File: config.mk
export PLATFORM = sky130hd
export DESIGN_NAME = clipped_alpha_blend_onto_lower
export DESIGN_NICKNAME = d
export VERILOG_FILES = /design/src/hdl/cabo_pkg.sv /design/src/hdl/cabo_prep.sv /design/src/hdl/cabo_mul.sv /design/src/hdl/cabo_mix.sv /design/src/hdl/clipped_alpha_blend_onto_lower.sv
export VERILOG_INCLUDE_DIRS = /design/src /design/src/hdl
export SDC_FILE = /design/constraint.sdc
export NUM_CORES = 1
export LEC_CHECK = 0
export BUFFER_PORTS_ARGS = -buffer_cell sky130_fd_sc_hd__buf_2
export CAP_MARGIN = 0
export CORE_ASPECT_RATIO = 0.75
export CORE_UTILIZATION = 30
export CTS_BUF_LIST = sky130_fd_sc_hd__clkbuf_8
export DETAILED_ROUTE_END_ITERATION = 8
export PLACE_DENSITY = 0.57
export SETUP_SLACK_MARGIN = 0.1
export SLEW_MARGIN = 20
export SYNTH_ARGS = -nofsm -noshare
export SYNTH_HDL_FRONTEND = slang
export SYNTH_SLANG_ARGS = --single-unit
export TNS_END_PERCENT = 5
File: constraint.sdc
create_clock -name i_clk -period 8.4 [get_ports i_clk]
set_input_delay 0.84 -clock i_clk [delete_from_list [all_inputs] [get_ports i_clk]]
set_output_delay 0.84 -clock i_clk [all_outputs]
set_load 0.01 [all_outputs]
File: src/hdl/assert_macros.svh
// Assertion macros for the blend pipeline.
// The synthesis build defines SYNTH and gets empty bodies.
`ifndef ASSERT_MACROS_SVH
`define ASSERT_MACROS_SVH
`ifndef SYNTH
`define ASSERT_IMP(label, clk, rst_n, ante, cons) \
    label: assert property (@(posedge clk) disable iff (!rst_n) (ante) |-> (cons)) \
        else $error("implication check failed");
`define ASSERT_NXT(label, clk, rst_n, ante, cons) \
    label: assert property (@(posedge clk) disable iff (!rst_n) (ante) |=> (cons)) \
        else $error("next-cycle check failed");
`else
`define ASSERT_IMP(label, clk, rst_n, ante, cons)
`define ASSERT_NXT(label, clk, rst_n, ante, cons)
`endif
`endif

File: src/hdl/cabo_pkg.sv
package cabo_pkg;

    typedef logic [1:0] t_cfg_idx;

    localparam t_cfg_idx CFG_X_OFFSET     = 2'd0;
    localparam t_cfg_idx CFG_Y_OFFSET     = 2'd1;
    localparam t_cfg_idx CFG_UPPER_WIDTH  = 2'd2;
    localparam t_cfg_idx CFG_UPPER_HEIGHT = 2'd3;

    // Geometry registers
    typedef struct packed {
        logic signed [12:0] x_offset;
        logic signed [12:0] y_offset;
        logic [12:0]        upper_width;
        logic [12:0]        upper_height;
    } t_cfg;

    // Incoming pixel item
    typedef struct packed {
        logic [11:0] pos_x;
        logic [11:0] pos_y;
        logic [7:0]  lower_a;
        logic [7:0]  lower_r;
        logic [7:0]  lower_g;
        logic [7:0]  lower_b;
        logic [7:0]  upper_a;
        logic [7:0]  upper_r;
        logic [7:0]  upper_g;
        logic [7:0]  upper_b;
    } t_pix;

    // After offset subtraction and channel differences
    typedef struct packed {
        logic signed [13:0] rx;
        logic signed [13:0] ry;
        logic [7:0]         lower_a;
        logic [7:0]         lower_r;
        logic [7:0]         lower_g;
        logic [7:0]         lower_b;
        logic [7:0]         upper_a;
        logic [7:0]         inv_ua;
        logic [7:0]         inv_la;
        logic signed [8:0]  dr;
        logic signed [8:0]  dg;
        logic signed [8:0]  db;
    } t_s1;

    // After coverage test and products
    typedef struct packed {
        logic               blend;
        logic               ua_nz;
        logic [7:0]         lower_a;
        logic [7:0]         lower_r;
        logic [7:0]         lower_g;
        logic [7:0]         lower_b;
        logic [15:0]        pa;
        logic signed [16:0] pr;
        logic signed [16:0] pg;
        logic signed [16:0] pb;
    } t_s2;

    // Result item
    typedef struct packed {
        logic [7:0] out_a;
        logic [7:0] out_r;
        logic [7:0] out_g;
        logic [7:0] out_b;
        logic       was_blended;
    } t_res;

endpackage

File: src/hdl/cabo_prep.sv
module cabo_prep (
    input  logic          i_clk,
    input  logic          i_rst_n,
    input  cabo_pkg::t_cfg i_cfg,
    input  logic          i_valid,
    output logic          o_ready,
    input  cabo_pkg::t_pix i_data,
    output logic          o_valid,
    input  logic          i_ready,
    output cabo_pkg::t_s1  o_data
);
    import cabo_pkg::*;

    logic r_valid;
    t_s1  r_data;
    t_s1  n_data;

    always_comb begin
        n_data.rx = $signed({2'b00, i_data.pos_x})
                  - $signed({i_cfg.x_offset[12], i_cfg.x_offset});
        n_data.ry = $signed({2'b00, i_data.pos_y})
                  - $signed({i_cfg.y_offset[12], i_cfg.y_offset});
        n_data.lower_a = i_data.lower_a;
        n_data.lower_r = i_data.lower_r;
        n_data.lower_g = i_data.lower_g;
        n_data.lower_b = i_data.lower_b;
        n_data.upper_a = i_data.upper_a;
        n_data.inv_ua  = 8'd255 - i_data.upper_a;
        n_data.inv_la  = 8'd255 - i_data.lower_a;
        n_data.dr = $signed({1'b0, i_data.upper_r}) - $signed({1'b0, i_data.lower_r});
        n_data.dg = $signed({1'b0, i_data.upper_g}) - $signed({1'b0, i_data.lower_g});
        n_data.db = $signed({1'b0, i_data.upper_b}) - $signed({1'b0, i_data.lower_b});
    end

    assign o_ready = !r_valid || i_ready;

    always_ff @(posedge i_clk) begin
        if (!i_rst_n) begin
            r_valid <= 1'b0;
        end else if (o_ready) begin
            r_valid <= i_valid;
        end
    end

    always_ff @(posedge i_clk) begin
        if (o_ready && i_valid) begin
            r_data <= n_data;
        end
    end

    assign o_valid = r_valid;
    assign o_data  = r_data;
endmodule

File: src/hdl/cabo_mul.sv
module cabo_mul (
    input  logic          i_clk,
    input  logic          i_rst_n,
    input  cabo_pkg::t_cfg i_cfg,
    input  logic          i_valid,
    output logic          o_ready,
    input  cabo_pkg::t_s1  i_data,
    output logic          o_valid,
    input  logic          i_ready,
    output cabo_pkg::t_s2  o_data
);
    import cabo_pkg::*;

    logic               r_valid;
    t_s2                r_data;
    t_s2                n_data;
    logic               covered;
    logic signed [8:0]  alpha_s;
    logic signed [17:0] full_r;
    logic signed [17:0] full_g;
    logic signed [17:0] full_b;

    always_comb begin
        covered = (i_data.rx >= 14'sd0) && (i_data.ry >= 14'sd0)
               && (i_data.rx < $signed({1'b0, i_cfg.upper_width}))
               && (i_data.ry < $signed({1'b0, i_cfg.upper_height}));
        alpha_s = $signed({1'b0, i_data.upper_a});
        full_r  = i_data.dr * alpha_s;
        full_g  = i_data.dg * alpha_s;
        full_b  = i_data.db * alpha_s;
        n_data.ua_nz   = (i_data.upper_a != 8'd0);
        n_data.blend   = covered && n_data.ua_nz;
        n_data.lower_a = i_data.lower_a;
        n_data.lower_r = i_data.lower_r;
        n_data.lower_g = i_data.lower_g;
        n_data.lower_b = i_data.lower_b;
        n_data.pa      = i_data.inv_ua * i_data.inv_la;
        // |product| <= 65025, so 17 signed bits hold it
        n_data.pr      = full_r[16:0];
        n_data.pg      = full_g[16:0];
        n_data.pb      = full_b[16:0];
    end

    assign o_ready = !r_valid || i_ready;

    always_ff @(posedge i_clk) begin
        if (!i_rst_n) begin
            r_valid <= 1'b0;
        end else if (o_ready) begin
            r_valid <= i_valid;
        end
    end

    always_ff @(posedge i_clk) begin
        if (o_ready && i_valid) begin
            r_data <= n_data;
        end
    end

    assign o_valid = r_valid;
    assign o_data  = r_data;
endmodule

File: src/hdl/cabo_mix.sv
module cabo_mix (
    input  logic          i_clk,
    input  logic          i_rst_n,
    input  logic          i_valid,
    output logic          o_ready,
    input  cabo_pkg::t_s2  i_data,
    output logic          o_valid,
    input  logic          i_ready,
    output cabo_pkg::t_res o_data
);
    import cabo_pkg::*;

    logic        r_valid;
    t_res        r_data;
    t_res        n_data;
    logic [15:0] a_sum;

    always_comb begin
        // max 65025 + 255 fits 16 bits
        a_sum = i_data.pa + 16'd255;
        n_data.was_blended = i_data.blend;
        if (i_data.blend) begin
            n_data.out_a = 8'd255 - a_sum[15:8];
            // floor(p / 256) mod 256 is bits 15:8
            n_data.out_r = i_data.lower_r + i_data.pr[15:8];
            n_data.out_g = i_data.lower_g + i_data.pg[15:8];
            n_data.out_b = i_data.lower_b + i_data.pb[15:8];
        end else begin
            n_data.out_a = i_data.lower_a;
            n_data.out_r = i_data.lower_r;
            n_data.out_g = i_data.lower_g;
            n_data.out_b = i_data.lower_b;
        end
    end

    assign o_ready = !r_valid || i_ready;

    always_ff @(posedge i_clk) begin
        if (!i_rst_n) begin
            r_valid <= 1'b0;
        end else if (o_ready) begin
            r_valid <= i_valid;
        end
    end

    always_ff @(posedge i_clk) begin
        if (o_ready && i_valid) begin
            r_data <= n_data;
        end
    end

    assign o_valid = r_valid;
    assign o_data  = r_data;
endmodule

File: src/hdl/clipped_alpha_blend_onto_lower.sv
// Clipped alpha blend of an upper ARGB32 image onto a lower one.
// Input channel (i_valid / o_ready): one lower pixel per item, with its
// coordinates, its four channels and the upper pixel lying over it.
// Output channel (o_valid / i_ready): one result item per input item, in
// order: the composited pixel and a flag saying whether it was blended.
// Configuration: i_cfg_we writes i_cfg_data into the register picked by
// i_cfg_idx (x offset, y offset, upper width, upper height); write only
// while no item is in flight.
// An accepted item is registered by each stage in turn; o_valid rises once
// the last stage holds it. Throughput is one item per cycle while i_ready
// stays high, set by the three register stages (offset subtract,
// coverage compare and multiplies, shift/add and select).
// Each stage has its own valid bit and takes a new item when empty or when
// its successor moves, so bubbles close up while the receiver stalls; with
// all three stages full and i_ready low, o_ready drops and nothing moves.
// Reset (synchronous, active low) empties the pipeline and clears the
// geometry registers to zero, so nothing is covered until they are set.
`include "assert_macros.svh"

module clipped_alpha_blend_onto_lower (
    input  logic               i_clk,
    input  logic               i_rst_n,
    input  logic               i_cfg_we,
    input  cabo_pkg::t_cfg_idx i_cfg_idx,
    input  logic [12:0]        i_cfg_data,
    input  logic               i_valid,
    output logic               o_ready,
    input  logic [11:0]        i_pos_x,
    input  logic [11:0]        i_pos_y,
    input  logic [7:0]         i_lower_a,
    input  logic [7:0]         i_lower_r,
    input  logic [7:0]         i_lower_g,
    input  logic [7:0]         i_lower_b,
    input  logic [7:0]         i_upper_a,
    input  logic [7:0]         i_upper_r,
    input  logic [7:0]         i_upper_g,
    input  logic [7:0]         i_upper_b,
    output logic               o_valid,
    input  logic               i_ready,
    output logic [7:0]         o_out_a,
    output logic [7:0]         o_out_r,
    output logic [7:0]         o_out_g,
    output logic [7:0]         o_out_b,
    output logic               o_was_blended
);
    import cabo_pkg::*;

    t_cfg r_cfg;
    t_pix pix;
    t_s1  s1_data;
    t_s2  s2_data;
    t_res res;
    logic s1_valid;
    logic s1_ready;
    logic s2_valid;
    logic s2_ready;

    // Geometry registers
    always_ff @(posedge i_clk) begin
        if (!i_rst_n) begin
            r_cfg <= '0;
        end else if (i_cfg_we) begin
            unique case (i_cfg_idx)
                CFG_X_OFFSET:     r_cfg.x_offset     <= $signed(i_cfg_data);
                CFG_Y_OFFSET:     r_cfg.y_offset     <= $signed(i_cfg_data);
                CFG_UPPER_WIDTH:  r_cfg.upper_width  <= i_cfg_data;
                CFG_UPPER_HEIGHT: r_cfg.upper_height <= i_cfg_data;
                default: ;
            endcase
        end
    end

    always_comb begin
        pix.pos_x   = i_pos_x;
        pix.pos_y   = i_pos_y;
        pix.lower_a = i_lower_a;
        pix.lower_r = i_lower_r;
        pix.lower_g = i_lower_g;
        pix.lower_b = i_lower_b;
        pix.upper_a = i_upper_a;
        pix.upper_r = i_upper_r;
        pix.upper_g = i_upper_g;
        pix.upper_b = i_upper_b;
    end

    // Stage 1: position relative to the upper image, channel differences
    cabo_prep u_prep (
        .i_clk   (i_clk),
        .i_rst_n (i_rst_n),
        .i_cfg   (r_cfg),
        .i_valid (i_valid),
        .o_ready (o_ready),
        .i_data  (pix),
        .o_valid (s1_valid),
        .i_ready (s1_ready),
        .o_data  (s1_data)
    );

    // Stage 2: rectangle test, alpha and colour products
    cabo_mul u_mul (
        .i_clk   (i_clk),
        .i_rst_n (i_rst_n),
        .i_cfg   (r_cfg),
        .i_valid (s1_valid),
        .o_ready (s1_ready),
        .i_data  (s1_data),
        .o_valid (s2_valid),
        .i_ready (s2_ready),
        .o_data  (s2_data)
    );

    // Stage 3: scale back, add to lower, choose blend or pass-through
    cabo_mix u_mix (
        .i_clk   (i_clk),
        .i_rst_n (i_rst_n),
        .i_valid (s2_valid),
        .o_ready (s2_ready),
        .i_data  (s2_data),
        .o_valid (o_valid),
        .i_ready (i_ready),
        .o_data  (res)
    );

    assign o_out_a       = res.out_a;
    assign o_out_r       = res.out_r;
    assign o_out_g       = res.out_g;
    assign o_out_b       = res.out_b;
    assign o_was_blended = res.was_blended;

    // A stage-2 item blocked by a full output stage is still there next cycle
    `ASSERT_NXT(a_s2_held, i_clk, i_rst_n, s2_valid && !s2_ready, s2_valid)
    // A stage-2 item moving on shows up as a result next cycle
    `ASSERT_NXT(a_s2_moves, i_clk, i_rst_n, s2_valid && s2_ready, o_valid)
    // Zero upper alpha gives zero colour products and no blend
    `ASSERT_IMP(a_zero_alpha, i_clk, i_rst_n, s2_valid && !s2_data.ua_nz,
        s2_data.pr == 17'sd0 && s2_data.pg == 17'sd0 && s2_data.pb == 17'sd0 && !s2_data.blend)

endmodule

==> key figures, run 1 <==
Outcome
  – Status: complete, no violations

GRT
  – First-pass GRT wire length: 77290 µm
  – Vias in the first global route: 14617
  – Gr ovfl total: 0
  – Initial antenna violation count: 8
  – Largest net degree at the start of global routing: 63
  – All-Layer GR Usage: 13.37%

Clocking
  – Sink Count: 272
  – Root Buffer: clkbuf_8
  – Post-CTS sizing: 0
  – Clock Latency Late Sink: 0.63 ns
  – Hold-fix buffer count after cts: 0
  – CTS tree: done
  – CTS Buf Count: 48
  – Htree depth: 2
  – Postcts setup bufs: 0
  – CTS clock-pin slew for the worst setup and hold paths: 0.08 ns
  – Max Root-Sink Buffers: 3

Setup path
  – Worst Setup End Kind: register
  – Slowest stage delay, CP: 0.95 ns
  – Worst Path Max Fanout: 25
  – WP data required: 8.77 ns
  – Worst path bufs/invs: 3
  – Crit path launch type: register
  – Critical-path cell list: nand2_1 > inv_1 > fa_1 > fa_1 > fa_1 > inv_1 > fa_1 > inv_1 > ha_1 > a21o_1 > a41o_1 > a2111o_1 > a31oi_2 > o21bai_1 > xnor2_1
  – CP max stage cell: edfxtp_1
  – Worst Reg2Reg Path Length in Cells: 15
  – CP top delay family: adder cells
  – Crit Path Class: register to register
  – Crit path DAT: 5.75 ns
  – CP Depth: 15
  – Most frequent CP cell: fa_1

Synthesis
  – Share of synthesized registers carrying an async set or reset: 0%
  – Flops & latches, synth: 272
  – Syn_area_per_cell: 10.48 µm²
  – Syn Nets: 2589
  – Prevailing post-synth register cell: edfxtp_1
  – Post-Synthesis Cells: 2065
  – Sequential area share after synthesis: 35.21%
  – Yosys warning total: 0
  – Largest area contributor in the netlist: edfxtp_1
  – Post-synth EDFFs: 217
  – Netlist Area Pre-Place: 21630 µm²
  – Yosys top cell area share: 30.12%
  – Most area-consuming cells after synthesis: edfxtp_1 30%, fa_1 19%, ha_1 12%
  – Yosys cell types: 54

Floorplan
  – Core Region: 70730 µm²
  – DIE AREA: 73200 µm²
  – I/O pin count: 143
  – Die height: 234.6 µm
  – Row count: 84
  – Initial Utilization: 30.59%
  – Die width: 312.1 µm

STA
  – Fin Hold WS: 0.3990 ns
  – Fin. max-slew vios: 0
  – Final setup viols: 0
  – Fin. Hold Viols: 0
  – Fmax: 185.9 MHz
  – Worst-case clock skew: 0.03328 ns
  – Rel. slew slack: 29.69%
  – RSZ-0062 raised after global routing: no
  – Fin crit share: 64.05%
  – Setup TNS: 0 ns
  – Clock period minus worst slack: 5.380 ns
  – Tightest Pin Transition: 1.055 ns

Routing
  – DR iter-0 viols: 643
  – Via/cell ratio: 4.378
  – Drt first pass iters: 4
  – DR WL/cell: 14.81 µm
  – Total wire length: 47530 µm
  – Vias: 14053
  – Antenna Nets Post-Route: 0
  – Drt drc: 0

Worst hold path
  – WHS Path Cells: 1
  – Hold WC Path Type: input port to register

Final layout
  – Layout cells sized above 1: 11.16%
  – Layout Utilization: 34.57%
  – Syn-to-layout area delta: 13.04%
  – Final net count: 2747

Place
  – Global placement routability congestion: 0.8434
  – Hpwl dp: 36510 µm
  – Port bufs: 142

Run
  – Number of max-cap violations: 0

Power
  – Leakage: 0.01095 µW
  – Pwr dens: 312.5 nW/µm²
  – Peak VDD IR: 165.9 µV
final timing paths:
check / start / slack, ns / to
worst max-delay path: u_prep.o_data[43] / 3.02 / u_mul.o_data[15]
worst min-delay path: i_upper_a[7] / 0.40 / u_prep.o_data[50]
worst max register to register: u_prep.o_data[43] / 3.02 / u_mul.o_data[15]
worst min register to register: u_prep.o_data[67] / 0.42 / u_mul.o_data[83]
synthesized netlist by cell type (2+ instances only):
library cell and number:
a211oi_1 4, a21boi_0 58, a21o_1 30, a21oi_1 58, a221oi_1 2, a31oi_1 3, a41o_1 2, and2_1 155
and3_1 3, and4_1 2, buf_6 2, clkbuf_1 43, dfxtp_1 55, edfxtp_1 217, fa_1 206, ha_1 210
inv_1 389, mux2_2 23, nand2_1 252, nand2b_1 19, nand3_1 21, nand4_1 3, nand4b_1 3, nor2_1 47
nor2b_1 21, nor3_1 18, nor3b_1 4, nor4_1 7, o2111ai_1 2, o211ai_1 2, o21a_1 19, o21ai_0 43
o21bai_1 3, o31a_1 6, o31ai_1 2, or2_2 2, or3_1 3, xnor2_1 79, xor2_1 32
where the power goes:
group / internal [µW] / switching [µW] / total, µW / leakage, µW
registers: 1890 / 142 / 2030 / 0.00252
clock network: 702 / 586 / 1290 / 0.000555
logic: 1980 / 2340 / 4320 / 0.00787
total: 4580 / 3070 / 7640 / 0.0109
registers in the layout, indices dropped and copies added (netlist names):
| register | count |
|---|---|
| r_cfg | 52 |
| u_mix.o_data | 33 |
| u_mix.o_valid | 1 |
| u_mul.o_data | 73 |
| u_mul.o_valid | 1 |
| u_prep.o_data | 111 |
| u_prep.o_valid | 1 |
placed cells by master (no fill, tap or decap), types with 7 or more instances in the layout:
master	Yosys	layout
buf_2	0	142
and2_1	155	155
ha_1	210	210
buf_4	0	11
a21o_1	30	30
a21boi_0	58	57
o21ai_0	43	43
clkbuf_8	0	49
o21a_1	19	19
nor2_1	47	47
fa_1	206	206
a21oi_1	58	58
nor4_1	7	7
edfxtp_1	217	217
dfxtp_1	55	55
nand2b_1	19	19
clkinv_1	0	7
nor3_1	18	18
nand3_1	21	21
xnor2_1	79	79
mux2_2	23	23
nand2_1	252	252
xor2_1	32	32
inv_1	389	404
nor2b_1	21	20
cells by family (layout without fill, tap and decap cells):
group                      after synthesis  after routing  synth area share (%)
and+or+nand+nor                        566            566                 12.84
muxes                                   23             23                 1.197
buffers and inverters                  434            628                 7.599
adders and majority gates              416            416                 31.21
xor gates and xnor gates               111            111                 4.494
AOI/OAI and AO/OA                      243            243                 7.449
DFF                                    272            272                 35.21
other                                    0              5                     0
layer usage:
layer / vias up / wire (µm) / part of all wire [%] / global-route usage, %
met3: 47 / 2714 / 5.7 / 3.418
met2: 225 / 20660 / 43 / 20.91
li1: 6982 / - / - / -
met4: 8 / 631 / 1.3 / 3.079
met1: 6791 / 23470 / 49 / 18.52
met5: - / 55 / 0.12 / 0
final cells by class:
type,instances,area (µm²)
fillers,7079,46280
multi-input cells,1359,12410
flip-flops and latches,272,7617
inverters,389,1460
well taps,946,1184
repair buffers,153,793.3
clock buffers,49,674.4
clock inverters,37,306.5
diodes,5,12.51
metrics by stage:
step	area, µm²	worst slack [ns]	cells	total power [µW]
final	24450	3.020	3210	7642
after global routing	24450	2.717	3207	8469
after CTS	24440	3.001	3205	7774
after detailed placement	23460	3.015	3119	6394
after global placement	23460	3.078	3119	6271
after floorplan	21630	1.264	2065	5441
Note: power is estimated with default switching activity, not from simulation.
==> run 2: changes to the inputs <==
- PLACE_DENSITY: 0.57 -> 0.59
- clock period: 8.4 -> 4.3 ns (I/O delays scaled with it)
==> key figures, run 2 (synthesis results as in run 1) <==
STA
  – Rel. slew slack: 36.83% (+7.1 points)
  – Fin. Hold Viols: 0 (unchanged)
  – Final setup viols: 8 (+8)
  – Fin. max-slew vios: 0 (unchanged)
  – Fin crit share: 102.8% (+39 points)
  – Clock period minus worst slack: 4.422 ns (-0.9586 ns)
  – Tightest Pin Transition: 0.9440 ns (-0.1106 ns)
  – RSZ-0062 raised after global routing: yes
  – Worst-case clock skew: 0.05098 ns (+0.01771 ns)
  – Fmax: 226.1 MHz (+22%)
  – Setup ws final: -0.1219 ns (-3.141 ns)

Clocking
  – Clock Latency Late Sink: 0.65 ns (+0.02 ns)
  – CTS Buf Count: 49 (+2.1%)
  – Max Root-Sink Buffers: 3 (unchanged)
  – Root Buffer: clkbuf_8
  – CTS tree: done
  – CTS clock-pin slew for the worst setup and hold paths: 0.06 ns (-0.02 ns)
  – Sink Count: 272 (unchanged)
  – Htree depth: 2 (unchanged)

Setup path
  – Crit path DAT: 4.77 ns (-0.98 ns)
  – Crit Path Class: register to register
  – Crit path launch type: register
  – WP data required: 4.65 ns (-4.12 ns)
  – Most frequent CP cell: fa_1
  – Critical-path cell list: buf_6 > nand2_1 > fa_1 > inv_1 > fa_1 > inv_1 > fa_1 > fa_1 > inv_1 > ha_1 > o21a_1 > o21ai_2 > buf_4 > o2111ai_2 > o31a_1 > a21oi_2 > xnor2_1
  – CP max stage cell: fa_1
  – Slowest stage delay, CP: 0.56 ns (-0.39 ns)
  – Worst Setup End Kind: register
  – Worst Path Max Fanout: 3 (-88%)

Routing
  – Total wire length: 50870 µm (+7.0%)
  – Antenna Nets Post-Route: 0 (unchanged)
  – DR WL/cell: 15.01 µm (+1.4%)
  – DR WL met3: 2198 µm (-19%)
  – Drt drc: 0 (unchanged)
  – Via/cell ratio: 4.403 (+0.57%)
  – WL met1: 24390 µm (+3.9%)
  – Vias: 14921 (+6.2%)
  – DR iter-0 viols: 653 (+1.6%)
  – Routed wl met2: 23300 µm (+13%)
  – Top Metal Used: met5
  – Drt first pass iters: 4 (unchanged)

Run
  – Number of max-cap violations: 0 (unchanged)

GRT
  – Gr ovfl total: 0 (unchanged)
  – Vias in the first global route: 15860 (+8.5%)
  – All-Layer GR Usage: 14.19% (+0.82 points)
  – First-pass GRT wire length: 82540 µm (+6.8%)
  – Largest net degree at the start of global routing: 112 (+78%)
  – Initial antenna violation count: 5 (-3)

Final layout
  – Fill cells: 6941 (-1.9%)
  – Syn-to-layout area delta: 21.60%
  – Max reg flops: 111 (unchanged)
  – Layout cells sized above 1: 18.80% (+7.6 points)
  – Post-route cell area: 26310 µm² (+7.6%)
  – Commonest cells after routing, fill and taps aside: 395 x inv_1, 241 x nand2_1, 217 x edfxtp_1
  – Final Non-Filler Cells: 3389 (+5.6%)
  – Commonest non-fill, non-tap cell in the layout: inv_1
  – Final net count: 2928 (+6.6%)

Place
  – Placed insts: 3250 (+4.2%)
  – Global placement routability congestion: 0.8608 (+2.1%)
  – Hpwl dp: 39340 µm (+7.8%)
  – Port bufs: 142 (unchanged)
  – Placement Cell Area: 24490 µm² (+4.4%)

Power
  – Pwr Total: 17270 µW (+130%)
  – Pwr dens: 656.5 nW/µm² (+110%)
  – Peak VDD IR: 573.2 µV (+250%)
  – Leakage: 0.01187 µW (+8.4%)

Floorplan
  – Initial Utilization: 30.59% (unchanged)
  – Die width: 312.1 µm (unchanged)
  – I/O pin count: 143 (unchanged)
  – DIE AREA: 73200 µm² (unchanged)
  – Row count: 84 (unchanged)
  – Die height: 234.6 µm (unchanged)
  – Core Region: 70730 µm² (unchanged)

Outcome
  – Failing checks: negative setup slack
  – Status: complete, but fails checks

Worst hold path
  – Hold WC Path Type: input port to register
-- run 2: changes by cell type in the layout (fill, tap and decap cells not counted), sizes merged --
cell         change
inv              -3
clkinvlp         +1
buf            +144
clkbuf           +3
diode            -3
bufinv           +1
dlygate4sd3     +36
-- run 2: routing by layer --
metal | GRT usage, % | up-vias
met5 | 0 | -
met4 | 3.753 | 8
met3 | 2.854 | 74
met2 | 23.26 | 227
met1 | 19.10 | 7278
li1 | - | 7334
-- run 2: where the power goes --
group / internal, µW / switching (µW) / total (µW)
Sequential: 3690 / 200 / 3890
Combinational: 5300 / 5440 / 10700
Clock: 1480 / 1160 / 2640
-- run 2: critical path: cells and delay by family, from the launching register on --
| kind | cells | cell delay [ns] |
|---|---|---|
| simple gates | 1 | 0.07 |
| buf+inv | 5 | 0.44 |
| fa+ha+maj | 5 | 2.27 |
| compound gates | 5 | 0.92 |
| xor+xnor | 1 | 0.07 |
| flops | 1 | 0.39 |
-- run 2: what timing repair did --
action / in CTS / in global routing
resized for setup: 36 / 45
endpoints found under the setup margin: 23 / 27
pin swaps: 27 / 30
setup buffers: 7 / 7
hold buffers: 36 / 0
endpoints found under the hold margin: 40 / 0
-- run 2: metrics by stage --
| stage | setup WS, ns | hold WS [ns] | setup TNS [ns] | utilization, % |
|---|---|---|---|---|
| final | -0.1219 | 0.07048 | -0.5475 | 37.19 |
| after global routing | -0.3100 | 0.03282 | -3.546 | 37.19 |
| after CTS | -0.2283 | 0.007459 | -1.474 | 36.84 |
| after global placement | -0.2825 | 0.4024 | -1.880 | 34.62 |
| after detailed placement | -0.3016 | 0.4045 | -3.082 | 34.62 |
| after floorplan | -0.2191 | 0.4003 | -0.9172 | - |
-- run 2: path summary, 6_finish.rpt --
check	start	endpoint	slack [ns]	cells after the start
worst max register to register	u_prep.o_data[43]	u_mul.o_data[48]	-0.12	17
worst max-delay path	u_prep.o_data[43]	u_mul.o_data[48]	-0.12	17
worst min register to register	u_prep.o_data[59]	u_mul.o_data[75]	0.42	0
worst min-delay path	i_upper_a[3]	u_prep.o_data[46]	0.07	1
-- run 2: area by class of cell --
cell class	instances	area, µm²	area share [%]
Multi-Input combinational cell	1359	12670	48.17
Sequential cell	272	7617	28.95
Timing Repair Buffer	333	2328	8.851
Inverter	389	1460	5.550
Tap cell	946	1184	4.499
Clock buffer	52	715.7	2.720
Clock inverter	36	325.3	1.237
Antenna cell	2	5.005	0.01902
==> run 3: changes to the inputs <==
- SYNTH_HIERARCHICAL: default -> 1
==> key figures, run 3 <==
Outcome
  – Status: complete, but fails checks
  – Failing checks: negative setup slack

GRT
  – All-Layer GR Usage: 14.06% (-0.13 points)
  – GRT busiest layer: met1
  – Largest net degree at the start of global routing: 112 (unchanged)
  – GR Layer Usage met3: 2.576% (-0.28 points)
  – Vias in the first global route: 15987 (+0.80%)
  – Met1 Use GR: 22.07% (+3.0 points)
  – Initial antenna violation count: 1 (-4)
  – Met2 global-route usage: 19.93% (-3.3 points)
  – Gr ovfl total: 0 (unchanged)
  – First-pass GRT wire length: 86100 µm (+4.3%)

Clocking
  – Root Buffer: clkbuf_8
  – CTS tree: done
  – CTS Buf Count: 48 (-2.0%)
  – Max Root-Sink Buffers: 3 (unchanged)
  – Clock Latency Late Sink: 0.63 ns (-0.02 ns)
  – CTS clock-pin slew for the worst setup and hold paths: 0.07 ns (about the same)
  – Sink Count: 272 (unchanged)
  – Htree depth: 2 (unchanged)

Floorplan
  – Initial Utilization: 30.36% (-0.22 points)
  – Die height: 241.1 µm (+2.8%)
  – DIE AREA: 77350 µm² (+5.7%)
  – I/O pin count: 143 (unchanged)
  – Die width: 320.8 µm (+2.8%)
  – Core Region: 75330 µm² (+6.5%)
  – Row count: 87 (+3.6%)

Setup path
  – Worst reg2reg endpoint: u_mul/o_data[14]
  – Crit Path Class: register to register
  – Worst Reg2Reg Path Length in Cells: 16 (-1)
  – Worst path bufs/invs: 4 (-1)
  – Critical-path cell list: buf_4 > clkbuf_16 > and2_1 > fa_1 > fa_1 > fa_1 > inv_1 > fa_1 > inv_1 > ha_4 > a21o_1 > nand2_1 > nand3_2 > a31o_2 > a21oi_1 > xnor2_1
  – Worst Setup EP: u_mul/o_data[14]
  – CP top delay family: adder cells
  – CP max stage cell: fa_1
  – Crit path DAT: 4.81 ns (+0.04 ns)
  – Most frequent CP cell: fa_1
  – Worst Path Max Fanout: 8 (+5)
  – Reg2Reg Setup Slack: -0.14 ns (-0.02 ns)
  – CP Depth: 16 (-1)
  – RR Startpoint: u_prep/o_data[48]
  – Crit path launch type: register
  – CP Launch Point: u_prep/o_data[48]
  – WP data required: 4.66 ns (about the same)
  – Worst Setup End Kind: register
  – Slowest stage delay, CP: 0.56 ns (about the same)

STA
  – Rel. slew slack: 26.77% (-10 points)
  – Worst-case clock skew: 0.02072 ns (-0.03027 ns)
  – Final setup viols: 11 (+3)
  – Fin. Hold Viols: 0 (unchanged)
  – Clock period minus worst slack: 4.444 ns (+0.02226 ns)
  – Fin. max-slew vios: 0 (unchanged)
  – Fin Hold WS: 0.06167 ns (-0.008812 ns)
  – Tightest Pin Transition: 1.098 ns (+0.1544 ns)
  – Fmax: 225.0 MHz (-0.50%)
  – RSZ-0062 raised after global routing: yes
  – Fin crit share: 103.4% (+0.52 points)
  – Setup ws final: -0.1442 ns (-0.02227 ns)

Power
  – Pwr dens: 577.3 nW/µm² (-12%)
  – Leakage: 0.01281 µW (+7.9%)
  – Pwr Total: 16010 µW (-7.3%)
  – Peak VDD IR: 555.9 µV (-3.0%)

Synthesis
  – Syn_area_per_cell: 10.38 µm² (-0.91%)
  – Syn Nets: 2757 (+6.5%)
  – Yosys warning total: 6 (+6)
  – Netlist Area Pre-Place: 22870 µm² (+5.7%)
  – Post-Synthesis Cells: 2203 (+6.7%)

Place
  – Global placement routability congestion: 0.8136 (-5.5%)
  – Hpwl dp: 41040 µm (+4.3%)
  – Port bufs: 142 (unchanged)

Routing
  – DR WL/cell: 14.77 µm (-1.6%)
  – DR iter-0 viols: 844 (+29%)
  – Drt drc: 0 (unchanged)
  – Vias: 15761 (+5.6%)
  – Drt first pass iters: 5 (+1)
  – Total wire length: 53460 µm (+5.1%)
  – Via/cell ratio: 4.354 (-1.1%)
  – Antenna Nets Post-Route: 0 (unchanged)

Final layout
  – Storage element area: 7617 µm² (unchanged)
  – Max reg flops: 111 (unchanged)
  – Layout cells sized above 1: 19.00% (+0.19 points)
  – Fill cells: 7677 (+11%)
  – Syn-to-layout area delta: 21.28%
  – Commonest non-fill, non-tap cell in the layout: inv_1
  – Commonest cells after routing, fill and taps aside: 464 x inv_1, 217 x edfxtp_1, 214 x ha_1
  – Layout Utilization: 36.82% (-0.37 points)
  – Area of the multi-input gates: 13640 µm² (+7.7%)
  – Final net count: 3112 (+6.3%)

Worst hold path
  – Hold WC Path Type: input port to register
  – HP Start: i_lower_b[1]

Run
  – Number of max-cap violations: 0 (unchanged)
==> run 3: cell count changes in the layout (fill, tap and decap cells not counted), sizes merged, moves of 23 or more <==
cell and delta:
inv +75, mux2i +58, a21boi -54, nand2 -32, xnor2 -23
==> run 3: metrics by stage <==
stage,instance area (µm²),setup slack (ns),setup TNS (ns),std cells
5_1_grt,27730,-0.2969,-3.269,3618
6_report,27740,-0.1442,-0.9860,3620
3_5_place_dp,25940,-0.2232,-1.603,3480
3_3_place_gp,25940,-0.1920,-1.099,3480
4_1_cts,27580,-0.1435,-0.6820,3613
2_1_floorplan,23070,-0.06283,-0.1446,2203
==> run 3: layout make-up <==
cell class	count	area share, %
diodes	2	0.01804
clock inverters	35	0.9743
repair buffers	345	8.900
clock buffers	52	2.580
flip-flops and latches	272	27.46
well taps	1023	4.615
multi-input cells	1428	49.19
inverters	463	6.266
==> run 3: layer usage <==
metal  vias to the layer above  share of wire, %
li1                       7880                 -
met1                      7567                55
met2                       281                40
met3                        33               4.6
met4                         0              0.94
met5                         -                 0
==> run 3: repair_timing <==
action	in CTS	in global routing
resized for setup	66	22
cloned	1	1
hold buffers	29	0
pin swaps	55	10
setup endpoints to repair	17	28
buffers inserted	17	4
hold endpoints to repair	31	0
==> run 3: worst min path at each step <==
stage	depth (start not counted)	slack [ns]	endpoint
after global routing	1	0.03	u_prep/o_data[82]
after CTS	3	0.01	u_prep/o_valid
after global placement	0	0.40	u_mul/o_data[74]
after floorplan	0	0.40	u_mul/o_data[67]
final	1	0.06	u_prep/o_data[52]
after detailed placement	0	0.40	u_mul/o_data[88]
==> run 3: where the power goes <==
group / switching (µW) / internal, µW / leakage, µW
Combinational: 4930 / 4760 / 0.00974
Sequential: 218 / 3560 / 0.00252
Clock: 1170 / 1370 / 0.000547
==> run 3: worst register-to-register path, stage by stage, from the launching register on <==
cell and delay (ns):
edfxtp_1 0.51, buf_4 0.21, clkbuf_16 0.16, and2_1 0.15
fa_1 0.37, fa_1 0.49, fa_1 0.56, inv_1 0.05
fa_1 0.47, inv_1 0.06, ha_4 0.26, a21o_1 0.18
nand2_1 0.09, nand3_2 0.08, a31o_2 0.25, a21oi_1 0.19
xnor2_1 0.12
